[src/design/aavr_pkg.sv]
package aavr_pkg;

  localparam int COORD_WIDTH = 24;
  localparam int ANGLE_BITS  = 16;

  // Internal fixed-point formats are independent of the coordinate format.
  localparam int MAG_W        = 31;  // scaled axis magnitude, top bit at 2^30
  localparam int QW           = 32;  // signed Q2.30
  localparam int PHASE_W      = 31;  // half-angle phase, 2^32 per turn
  localparam int CORDIC_STEPS = 30;

  localparam logic signed [32:0] CORDIC_GAIN = 33'sd652032875;

  typedef struct packed {
    logic signed [COORD_WIDTH-1:0] vec_x;
    logic signed [COORD_WIDTH-1:0] vec_y;
    logic signed [COORD_WIDTH-1:0] vec_z;
    logic signed [COORD_WIDTH-1:0] axis_x;
    logic signed [COORD_WIDTH-1:0] axis_y;
    logic signed [COORD_WIDTH-1:0] axis_z;
    logic [ANGLE_BITS-1:0]         turn_angle;
  } in_t;

  typedef struct packed {
    logic signed [COORD_WIDTH-1:0] out_x;
    logic signed [COORD_WIDTH-1:0] out_y;
    logic signed [COORD_WIDTH-1:0] out_z;
    logic                          axis_null;
  } out_t;

  // Classified word passed from the front end to the rotation pipeline.
  typedef struct packed {
    logic                           nul;
    logic                           swap;
    logic [PHASE_W-2:0]             z;
    logic [2:0][COORD_WIDTH-1:0]    vec;
    logic [2:0]                     neg;
    logic [2:0][MAG_W-1:0]          sm;
  } que_t;

  function automatic logic [31:0] atan_at(input int i);
    logic [31:0] r;
    case (i)
      0:  r = 32'h20000000;
      1:  r = 32'h12E4051E;
      2:  r = 32'h09FB385B;
      3:  r = 32'h051111D4;
      4:  r = 32'h028B0D43;
      5:  r = 32'h0145D7E1;
      6:  r = 32'h00A2F61E;
      7:  r = 32'h00517C55;
      8:  r = 32'h0028BE53;
      9:  r = 32'h00145F2F;
      10: r = 32'h000A2F98;
      11: r = 32'h000517CC;
      12: r = 32'h00028BE6;
      13: r = 32'h000145F3;
      14: r = 32'h0000A2FA;
      15: r = 32'h0000517D;
      16: r = 32'h000028BE;
      17: r = 32'h0000145F;
      18: r = 32'h00000A30;
      19: r = 32'h00000518;
      20: r = 32'h0000028C;
      21: r = 32'h00000146;
      22: r = 32'h000000A3;
      23: r = 32'h00000051;
      24: r = 32'h00000029;
      25: r = 32'h00000014;
      26: r = 32'h0000000A;
      27: r = 32'h00000005;
      28: r = 32'h00000003;
      29: r = 32'h00000001;
      default: r = 32'h00000000;
    endcase
    return r;
  endfunction

  // Signed Q2.30 product, rounded half up.
  function automatic logic [QW-1:0] mul_q30(input logic [QW-1:0] a, input logic [QW-1:0] b);
    logic signed [63:0] p;
    p = $signed(a) * $signed(b);
    p = p + 64'sd536870912;
    return p[61:30];
  endfunction

  function automatic logic [QW-1:0] clamp_q30(input logic signed [34:0] v);
    logic [QW-1:0] r;
    if (v > 35'sd1073741824) begin
      r = 32'h40000000;
    end else if (v < -35'sd1073741824) begin
      r = 32'hC0000000;
    end else begin
      r = v[31:0];
    end
    return r;
  endfunction

endpackage

[src/design/aavr_queue.sv]
module aavr_queue (
  input  logic            clk,
  input  logic            rst_n,
  input  logic            push_valid,
  output logic            push_ready,
  input  aavr_pkg::que_t  push_data,
  output logic            pop_valid,
  input  logic            pop_ready,
  output aavr_pkg::que_t  pop_data
);

  aavr_pkg::que_t mem_r [2];
  logic           wp_r;
  logic           rp_r;
  logic [1:0]     cnt_r;
  logic           push;
  logic           pop;

  assign push_ready = (cnt_r != 2'd2);
  assign pop_valid  = (cnt_r != 2'd0);
  assign pop_data   = mem_r[rp_r];
  assign push       = push_valid && push_ready;
  assign pop        = pop_valid && pop_ready;

  always_ff @(posedge clk) begin
    if (!rst_n) begin
      wp_r  <= 1'b0;
      rp_r  <= 1'b0;
      cnt_r <= 2'd0;
    end else begin
      if (push) wp_r <= !wp_r;
      if (pop)  rp_r <= !rp_r;
      cnt_r <= cnt_r + {1'b0, push} - {1'b0, pop};
    end
    if (push) begin
      mem_r[wp_r] <= push_data;
    end
  end

endmodule

[config.mk]
export PLATFORM = sky130hd
export DESIGN_NAME = aavr_queue
export DESIGN_NICKNAME = d
export VERILOG_FILES = /design/src/design/aavr_pkg.sv /design/src/design/aavr_queue.sv
export SDC_FILE = /design/constraint.sdc
export NUM_CORES = 1
export LEC_CHECK = 0
export CORE_MARGIN = 1
export CORE_UTILIZATION = 35
export CTS_CLUSTER_DIAMETER = 150
export DETAILED_ROUTE_END_ITERATION = 12
export DONT_BUFFER_PORTS = 1
export HOLD_SLACK_MARGIN = 0.06
export PLACE_DENSITY = 0.54
export SYNTH_ARGS = -nofsm -noshare
export SYNTH_HDL_FRONTEND = slang
export SYNTH_SLANG_ARGS = --single-unit
[constraint.sdc]
create_clock -name clk -period 16.4 [get_ports clk]
set_clock_uncertainty 0.15 [all_clocks]
set_input_delay 0.82 -clock clk [delete_from_list [all_inputs] [get_ports clk]]
set_output_delay 0.82 -clock clk [all_outputs]
set_load 0.005 [all_outputs]
==> impl_metrics.json <==
{
  "cts-root-buf": "clkbuf_16",
  "fin_nets": 885,
  "overflow": 0,
  "die_h_um": 214,
  "cts_tree": "done",
  "post-cts-setup-buffers": 0,
  "dp_slack_ns": 13.08,
  "p_per_area_nw_per_um2": 153,
  "grt_max_degree": 122,
  "drt-initial-drc-count": 264,
  "slew_headroom_pct": 27.3,
  "coreArea_um2": 44200,
  "antennaDiodeCount": 0,
  "setup_slack_ns": 12.67,
  "synthesis.area_um2": 15700,
  "ys.flop_type": "edfxtp_1",
  "vias_per_cell": 4.64,
  "numCtsBuffers": 43,
  "clk_latency_ns": 0.54,
  "setup.worst_path.end": "pop_data[107]",
  "drv_slew": 0,
  "ir_drop_mv": 0.114,
  "drive_gt1_share_pct": 38.0,
  "drt-wirelength-per-cell_um": 22.4,
  "die_w_um": 214,
  "io_buffers": 0,
  "synth_top_area_share_pct": 76.4,
  "yosysSeqAreaShare_pct": 77.0,
  "ys_types": 24,
  "cts_buffer_depth": 3,
  "antenna_found_initial": 0,
  "cp.arrival_ns": 2.76,
  "worstSetupEndpointType": "primary output",
  "clock-sinks": 405,
  "finalSetupTns_ns": 0,
  "remaining_drc_errors": 0,
  "ioPinCount": 406,
  "cp-start-kind": "flip-flop",
  "dp_hpwl_mm": 19.6,
  "period_needed_ns": 3.73,
  "dieArea_um2": 45800,
  "tightestPinTransition_ns": 1.09,
  "firstDrtPassIters": 4,
  "final_area_um2": 17500,
  "r2r_end": "mem_r[0][94]",
  "r2r_slack_ns": 13.13,
  "synth_edf_count": 400,
  "yosysTopAreaCell": "edfxtp_1",
  "cts.clk_slew.worst_paths_ns": 0.06,
  "grt_pass1_wl_mm": 42.7,
  "crit_path_max_fanout": 115,
  "p_leak_nw": 6.00,
  "min_period_over_period_pct": 22.7,
  "synth_commonest_cells": "edfxtp_1 (400), mux2_4 (200), buf_12 (22)",
  "rows": 77,
  "yosys-top-cells-area": "edfxtp_1 (76%), mux2_4 (19%), buf_12 (2.8%)",
  "ys.warnings.count": 0,
  "synth_nets": 857,
  "status": "finished clean",
  "cts.hold.buffers_added": 0,
  "postCtsResizedCells": 0,
  "ant_nets": 0,
  "finalHoldViolCount": 0,
  "finalSetupViolCount": 0,
  "hp-class": "input pin to flip-flop",
  "syn2layout_area_growth_pct": 11.3,
  "ys_seq_elements": 405,
  "first_global_vias": 6520,
  "vias": 6059,
  "max-cap-violations": 0,
  "fmax_mhz": 268,
  "routed_wl_mm": 29.3,
  "htreeDepth": 2,
  "gp_congestion": 0.744,
  "reg2reg_depth": 4,
  "synth_async_sr_flop_share_pct": 0,
  "place_area_um2": 16100,
  "critical_path_class": "flip-flop to primary output",
  "reg2reg_from": "cnt_r[0]",
  "cp.required_ns": 15.43,
  "rsz0062_at_grt": "no",
  "globalRouteTotalUtil_pct": 12.5,
  "netlist_instances": 652,
  "yosysMostFrequentCell": "edfxtp_1",
  "nFillCells": 3854,
  "syn_avg_cell_area_um2": 24.1,
  "initial_core_util_pct": 35.6
}
==> registers in the layout, summed over array words and instances, names as in the netlist, named ones only <==
signal,count
mem_r,400
rp_r,1
wp_r,1
cnt_r,2
==> stage by stage <==
step / hold slack [ns] / power (W) / util, % / std cells
3_3_place_gp: 0.340 / 0.00175 / 36.4 / 1227
2_1_floorplan: 0.322 / 0.00174 / - / 652
3_5_place_dp: 0.344 / 0.00176 / 36.4 / 1227
5_1_grt: 0.168 / 0.00279 / 39.6 / 1305
4_1_cts: 0.167 / 0.00273 / 39.6 / 1305
6_report: 0.218 / 0.00269 / 39.6 / 1305
==> how the worst min path moves through the flow <==
stage	startpoint	endpoint	slack (ns)	depth (start not counted)
finish	push_data[84]	mem_r[1][84]	0.22	0
global route	push_data[2]	mem_r[1][2]	0.17	0
CTS	push_data[76]	mem_r[1][76]	0.17	0
detailed placement	rp_r	flip-flop	0.34	2
global placement	rp_r	rp_r	0.34	2
floorplan	rp_r	flip-flop	0.32	2
==> layout make-up <==
type	instances	area (um^2)	share of cell area (%)
sequential	405	12100	69.2
timing repair buffer	5	50.0	0.286
clock inverter	26	254	1.45
inverter	2	15.0	0.0858
clock buffer	52	1160	6.64
multi-input combinational	223	3170	18.1
tap	592	741	4.23
==> cell usage in the layout, fill, tap and decap left out, types with 2 or more instances in the layout <==
cell / count
edfxtp_1: 400
mux2_4: 200
clkbuf_16: 45
clkinv_1: 11
clkbuf_1: 6
clkinv_2: 6
bufinv_16: 5
nor2_1: 4
dfxtp_1: 4
buf_4: 4
clkinvlp_4: 2
==> worst max-delay path, cell delays in order, from the launching register on <==
cell,delay [ns]
dfxtp_4,0.88
buf_12,0.55
mux2_4,0.38
==> power breakdown <==
group	internal (W)	switching [W]
combinational	0.000224	0.000206
sequential	0.00126	0.0000420
clock	0.000582	0.000373
==> per-layer routing <==
layer  part of all wire [%]  up-vias  global-route usage, %  wire length [um]
met4                    3.1        0                   5.06               906
met2                     52      276                   21.8             15200
met5                      0        -                      0                 0
li1                       -     2651                      -                 -
met3                     12       54                   6.97              3490
met1                     33     3078                   12.3              9730
==> kinds of logic (layout without fill, tap and decap cells) <==
family	after synthesis	count (layout)	share of synthesized area, %
AOI/OAI and AO/OA	6	6	0.278
xor gates and xnor gates	1	1	0.0557
and+or+nand+nor	15	15	0.621
adders and majority gates	1	1	0.0796
buffers and inverters	24	85	2.85
muxes	200	200	19.1
DFF	405	405	77.0
Power figures use the tool's default switching activity.
