File: src/design/aavr_pkg.sv
package aavr_pkg;

  localparam int COORD_WIDTH = 24;
  localparam int ANGLE_BITS  = 16;

  // Internal fixed-point formats are independent of the coordinate format.
  localparam int MAG_W        = 31;  // scaled axis magnitude, top bit at 2^30
  localparam int QW           = 32;  // signed Q2.30
  localparam int PHASE_W      = 31;  // half-angle phase, 2^32 per turn
  localparam int CORDIC_STEPS = 30;

  localparam logic signed [32:0] CORDIC_GAIN = 33'sd652032875;

  typedef struct packed {
    logic signed [COORD_WIDTH-1:0] vec_x;
    logic signed [COORD_WIDTH-1:0] vec_y;
    logic signed [COORD_WIDTH-1:0] vec_z;
    logic signed [COORD_WIDTH-1:0] axis_x;
    logic signed [COORD_WIDTH-1:0] axis_y;
    logic signed [COORD_WIDTH-1:0] axis_z;
    logic [ANGLE_BITS-1:0]         turn_angle;
  } in_t;

  typedef struct packed {
    logic signed [COORD_WIDTH-1:0] out_x;
    logic signed [COORD_WIDTH-1:0] out_y;
    logic signed [COORD_WIDTH-1:0] out_z;
    logic                          axis_null;
  } out_t;

  // Classified word passed from the front end to the rotation pipeline.
  typedef struct packed {
    logic                           nul;
    logic                           swap;
    logic [PHASE_W-2:0]             z;
    logic [2:0][COORD_WIDTH-1:0]    vec;
    logic [2:0]                     neg;
    logic [2:0][MAG_W-1:0]          sm;
  } que_t;

  function automatic logic [31:0] atan_at(input int i);
    logic [31:0] r;
    case (i)
      0:  r = 32'h20000000;
      1:  r = 32'h12E4051E;
      2:  r = 32'h09FB385B;
      3:  r = 32'h051111D4;
      4:  r = 32'h028B0D43;
      5:  r = 32'h0145D7E1;
      6:  r = 32'h00A2F61E;
      7:  r = 32'h00517C55;
      8:  r = 32'h0028BE53;
      9:  r = 32'h00145F2F;
      10: r = 32'h000A2F98;
      11: r = 32'h000517CC;
      12: r = 32'h00028BE6;
      13: r = 32'h000145F3;
      14: r = 32'h0000A2FA;
      15: r = 32'h0000517D;
      16: r = 32'h000028BE;
      17: r = 32'h0000145F;
      18: r = 32'h00000A30;
      19: r = 32'h00000518;
      20: r = 32'h0000028C;
      21: r = 32'h00000146;
      22: r = 32'h000000A3;
      23: r = 32'h00000051;
      24: r = 32'h00000029;
      25: r = 32'h00000014;
      26: r = 32'h0000000A;
      27: r = 32'h00000005;
      28: r = 32'h00000003;
      29: r = 32'h00000001;
      default: r = 32'h00000000;
    endcase
    return r;
  endfunction

  // Signed Q2.30 product, rounded half up.
  function automatic logic [QW-1:0] mul_q30(input logic [QW-1:0] a, input logic [QW-1:0] b);
    logic signed [63:0] p;
    p = $signed(a) * $signed(b);
    p = p + 64'sd536870912;
    return p[61:30];
  endfunction

  function automatic logic [QW-1:0] clamp_q30(input logic signed [34:0] v);
    logic [QW-1:0] r;
    if (v > 35'sd1073741824) begin
      r = 32'h40000000;
    end else if (v < -35'sd1073741824) begin
      r = 32'hC0000000;
    end else begin
      r = v[31:0];
    end
    return r;
  endfunction

endpackage

File: src/design/aavr_front.sv
module aavr_front (
  input  logic              clk,
  input  logic              rst_n,
  input  logic              in_valid,
  output logic              in_ready,
  input  aavr_pkg::in_t     in_data,
  output logic              q_valid,
  input  logic              q_ready,
  output aavr_pkg::que_t    q_data
);

  localparam int CW = aavr_pkg::COORD_WIDTH;
  localparam int MW = aavr_pkg::MAG_W;
  localparam int PW = aavr_pkg::PHASE_W;

  logic          fv_r;
  aavr_pkg::in_t fd_r;

  assign in_ready = !fv_r || q_ready;
  assign q_valid  = fv_r;

  always_ff @(posedge clk) begin
    if (!rst_n) begin
      fv_r <= 1'b0;
    end else if (in_valid && in_ready) begin
      fv_r <= 1'b1;
    end else if (q_ready) begin
      fv_r <= 1'b0;
    end
    if (in_valid && in_ready) begin
      fd_r <= in_data;
    end
  end

  // Classify: null axis, axis signs and magnitudes, the half-angle phase, and a
  // common left shift that puts the largest magnitude's top bit at 2^30.
  always_comb begin
    logic [2:0][CW-1:0] ax;
    logic [2:0][CW-1:0] am;
    logic [CW-1:0]      orv;
    logic [MW-1:0]      x;
    logic [2:0][MW-1:0] s;
    logic [PW-1:0]      p;
    ax[0] = fd_r.axis_x;
    ax[1] = fd_r.axis_y;
    ax[2] = fd_r.axis_z;
    for (int i = 0; i < 3; i++) begin
      am[i] = ax[i][CW-1] ? (~ax[i] + CW'(1)) : ax[i];
      s[i]  = MW'(am[i]);
    end
    orv = am[0] | am[1] | am[2];
    x   = MW'(orv);
    if (x[MW-1 -: 16] == '0) begin
      x = x << 16;
      for (int i = 0; i < 3; i++) s[i] = s[i] << 16;
    end
    if (x[MW-1 -: 8] == '0) begin
      x = x << 8;
      for (int i = 0; i < 3; i++) s[i] = s[i] << 8;
    end
    if (x[MW-1 -: 4] == '0) begin
      x = x << 4;
      for (int i = 0; i < 3; i++) s[i] = s[i] << 4;
    end
    if (x[MW-1 -: 2] == '0) begin
      x = x << 2;
      for (int i = 0; i < 3; i++) s[i] = s[i] << 2;
    end
    if (x[MW-1] == 1'b0) begin
      for (int i = 0; i < 3; i++) s[i] = s[i] << 1;
    end
    p = PW'(fd_r.turn_angle) << (PW - aavr_pkg::ANGLE_BITS);

    q_data.nul    = (orv == '0);
    q_data.swap   = p[PW-1];
    q_data.z      = p[PW-2:0];
    q_data.vec[0] = fd_r.vec_x;
    q_data.vec[1] = fd_r.vec_y;
    q_data.vec[2] = fd_r.vec_z;
    for (int i = 0; i < 3; i++) begin
      q_data.neg[i] = ax[i][CW-1];
      q_data.sm[i]  = s[i];
    end
  end

endmodule

File: config.mk
export PLATFORM = sky130hd
export DESIGN_NAME = aavr_front
export DESIGN_NICKNAME = d
export VERILOG_FILES = /design/src/design/aavr_pkg.sv /design/src/design/aavr_front.sv
export SDC_FILE = /design/constraint.sdc
export NUM_CORES = 1
export LEC_CHECK = 0
export BUFFER_PORTS_ARGS = -buffer_cell sky130_fd_sc_hd__buf_2
export CAP_MARGIN = 25
export CORE_MARGIN = 2
export CORE_UTILIZATION = 35
export CTS_CLUSTER_SIZE = 12
export DETAILED_ROUTE_END_ITERATION = 7
export GPL_TIMING_DRIVEN = 0
export PLACE_DENSITY_LB_ADDON = 0.05
export RECOVER_POWER = 50
export SLEW_MARGIN = 30
export SYNTH_ARGS = -nofsm -noshare
export SYNTH_HDL_FRONTEND = slang
export SYNTH_SLANG_ARGS = --single-unit
export TNS_END_PERCENT = 1
File: constraint.sdc
create_clock -name clk -period 20 [get_ports clk]
set_clock_uncertainty 0.15 [all_clocks]
set_input_delay 6 -clock clk [delete_from_list [all_inputs] [get_ports clk]]
set_output_delay 6 -clock clk [all_outputs]
set_load 0.05 [all_outputs]
==> results.toml <==
[yosys]
yosysWarnings = 0
postSynthCellCount = 1256
synth_seq_area_share_pct = 39.98
async_flop_share_pct = 0
synth_flop_cell = "edfxtp_1"
synth_cell_type_count = 89
syn_area_sq_mm = 0.01207
synth.largest_area_cell = "edfxtp_1"
ys_seq_elements = 161
ys_top_cells_by_area = "edfxtp_1, buf_4, mux2i_1"
yosysTopAreaCellShare_pct = 39.81
postSynthAreaPerCell_sq_um = 9.609
synth_edf_count = 160

[timing]
fin_crit_ns = 12.72
slew_headroom_pct = -55.98
slew_viol_final = 116
finalSetupTns_ns = 0
tightest_slew_ns = 2.340
final_hold_viol_count = 0
hold_ws_ns = 0.4377
finalSetupViolations = 0
min_period_over_period_pct = 63.58
rsz0062_at_grt = "false"
fmax_mhz = 78.64

[worst_setup_path]
endpoint_kind = "output pin"
criticalPathCategory = "reg -> out"
ff2ff_path_depth = 4
reg2reg_from = "q_valid"
timing.rr.end = "fd_r[68]"
cp-start-kind = "register"
crit_path_max_fanout = 10
cp.required_ns = 13.85
arrival_ns = 6.57
rrSetupSlack_ns = 15.38

[routing]
drtIter0Drc = 987
drt_pass1_iterations = 6
ant_nets = 0
wl_per_cell_microns = 23.70
num_vias = 11690
totalWireLength_microns = 50050
drc_errors = 0
avgViaCountPerCell = 5.533

[floorplan]
core_area_sq_mm = 0.03429
die_y_microns = 189.7
rows = 68
initial_core_util_pct = 35.20
ios = 366
die_area_sq_mm = 0.03598
die_w_microns = 189.7

[placement]
place_congestion = 0.9951
io_buffers = 329
dp_hpwl_microns = 40720

[pwr]
ir_drop_uv = 75.22
p_leak_nw = 6.323
p_per_area_mw_per_mm2 = 74.25

[final_layout]
drive_gt1_share_pct = 35.37
fin_nets = 1811
diodes = 0
nFillCells = 3528
area_growth_pct = 24.86

[clocking]
clockBufferDepth = 2
cts_buffers = 17
postCtsResizedCells = 0
hold_buffers = 0
clk_pin_slew_ns = 0.07
post_cts_buffers = 0
clock-root-buffer = "clkbuf_16"
clock_latency_ns = 0.43
clock_sinks = 161
h-tree-depth = 4
cts_tree = "built"

[worst_hold_path]
holdPathEnd = "q_valid"
min_path_type = "reg -> reg"
hp-start = "q_valid"
min_path_cells = 2

[outcome]
violations = "capacitance limit, slew limit"
status = "finished with violations"

[global_route]
grt_max_degree = 50
overflow = 0
grt_pass1_wl_microns = 73660
grt_pass1_vias = 11560
gr-usage-all-layers_pct = 27.45
antenna_found_initial = 6

[flow_run]
drv_cap = 3
-- layer usage --
metal	routed length (microns)	track usage, %	up-vias
met2	23380	45.49	645
met4	2205	12.73	6
met1	20100	33.99	5494
li1	-	-	5421
met5	30	0	-
met3	4331	6.290	119
-- area by class of cell --
cell class | count | area, sq um | area share (%)
well taps | 455 | 569.3 | 3.778
repair buffers | 334 | 1693 | 11.23
flip-flops and latches | 161 | 4825 | 32.02
multi-input cells | 895 | 5958 | 39.54
inverters | 14 | 52.55 | 0.3487
clock inverters | 15 | 155.1 | 1.030
clock buffers | 17 | 425.4 | 2.823
plain buffers | 221 | 1391 | 9.233
-- synthesized netlist by cell type, types with 10 or more instances --
cell and n:
a22oi_1 13, nor3_1 31, o22ai_1 13, a41oi_1 12, and3_1 10, buf_2 38
mux2i_1 72, a31oi_1 14, o211ai_1 28, xnor2_1 34, o41ai_1 18, inv_1 14
xor2_1 27, nor4_1 12, o21ai_0 71, clkbuf_1 43, or4_1 12, o31ai_1 17
nand3_1 43, and2_1 11, nand2_1 79, edfxtp_1 160, a211oi_1 12, o221ai_1 11
nor2_1 70, or3_1 21, a21oi_1 76, buf_4 131
-- placed cells by master (no fill, tap or decap), drive strengths merged, types with 12 or more instances in the layout --
master	netlist	final
edfxtp	160	160
buf	178	509
nor2	72	72
nor4	17	17
nor3	33	33
inv	14	20
a211oi	13	13
xnor2	34	34
mux2i	72	72
o41ai	21	21
o21ai	78	78
o211ai	29	29
o22ai	13	13
clkbuf	43	63
a41oi	12	12
a22oi	13	13
xor2	28	28
a31oi	14	14
or3	21	21
a21oi	76	76
or4	17	17
nand2	81	81
conb	1	36
o31ai	21	21
nand3	44	44
-- worst max-delay path, stage by stage, from the launching register on --
cell and delay (ns):
edfxtp_1 0.48, inv_1 0.24, ha_1 0.25, or3b_2 0.45, clkbuf_1 0.23, o41ai_1 0.55
nand4_1 0.34, nor4_2 0.55, nor3b_2 0.33, and2_1 0.16, clkbuf_1 0.27, a41oi_1 0.26
o21ai_2 0.58, buf_2 0.37, buf_2 0.33, a21oi_1 0.11, a21oi_1 0.29, mux2i_1 0.12
buf_2 0.22
-- logic make-up (layout without fill, tap and decap cells) --
group,Yosys count,after routing,share of synthesized area [%]
adder cells (fa/ha/maj),3,3,0.3110
AO/OA/AOI/OAI,361,361,20.78
multiplexers,76,76,6.345
flip-flops,161,161,39.98
other,1,36,0.03107
buffers and inverters,235,601,11.96
AND/OR/NAND/NOR,357,357,16.04
XOR/XNOR,62,62,4.562
-- state kept, by name, indices dropped and copies added, names as in the netlist --
name,flops
fd_r,69
q_data,91
q_valid,1
-- how the worst max path moves through the flow --
stage	end	startpoint	slack [ns]	depth (start not counted)
final	q_data[51]	fd_r[64]	7.28	18
after global routing	q_data[56]	fd_r[64]	6.98	18
after CTS	in_ready	q_ready	7.30	3
after detailed placement	in_ready	q_ready	7.30	3
after global placement	in_ready	q_ready	7.32	3
after floorplan	in_ready	q_ready	7.42	1
-- metrics by stage --
stage                     cell area (sq um)  power [mW]  instances  worst slack (ns)  util [%]
after detailed placement              14530      0.8016       2080             7.301     42.36
after floorplan                       12200      0.6929       1291             7.423         -
after global placement                14420      0.8029       2075             7.316     42.05
after CTS                             15110       1.125       2112             7.298     44.06
after global routing                  15070       1.164       2112             6.983     43.95
final                                 15070       1.119       2112             7.283     43.95
-- where the power goes --
part,total [mW],internal [mW],switching [mW]
logic,0.389,0.107,0.282
clock network,0.321,0.185,0.135
registers,0.409,0.396,0.0126
Note: power is estimated with default switching activity, not from simulation.
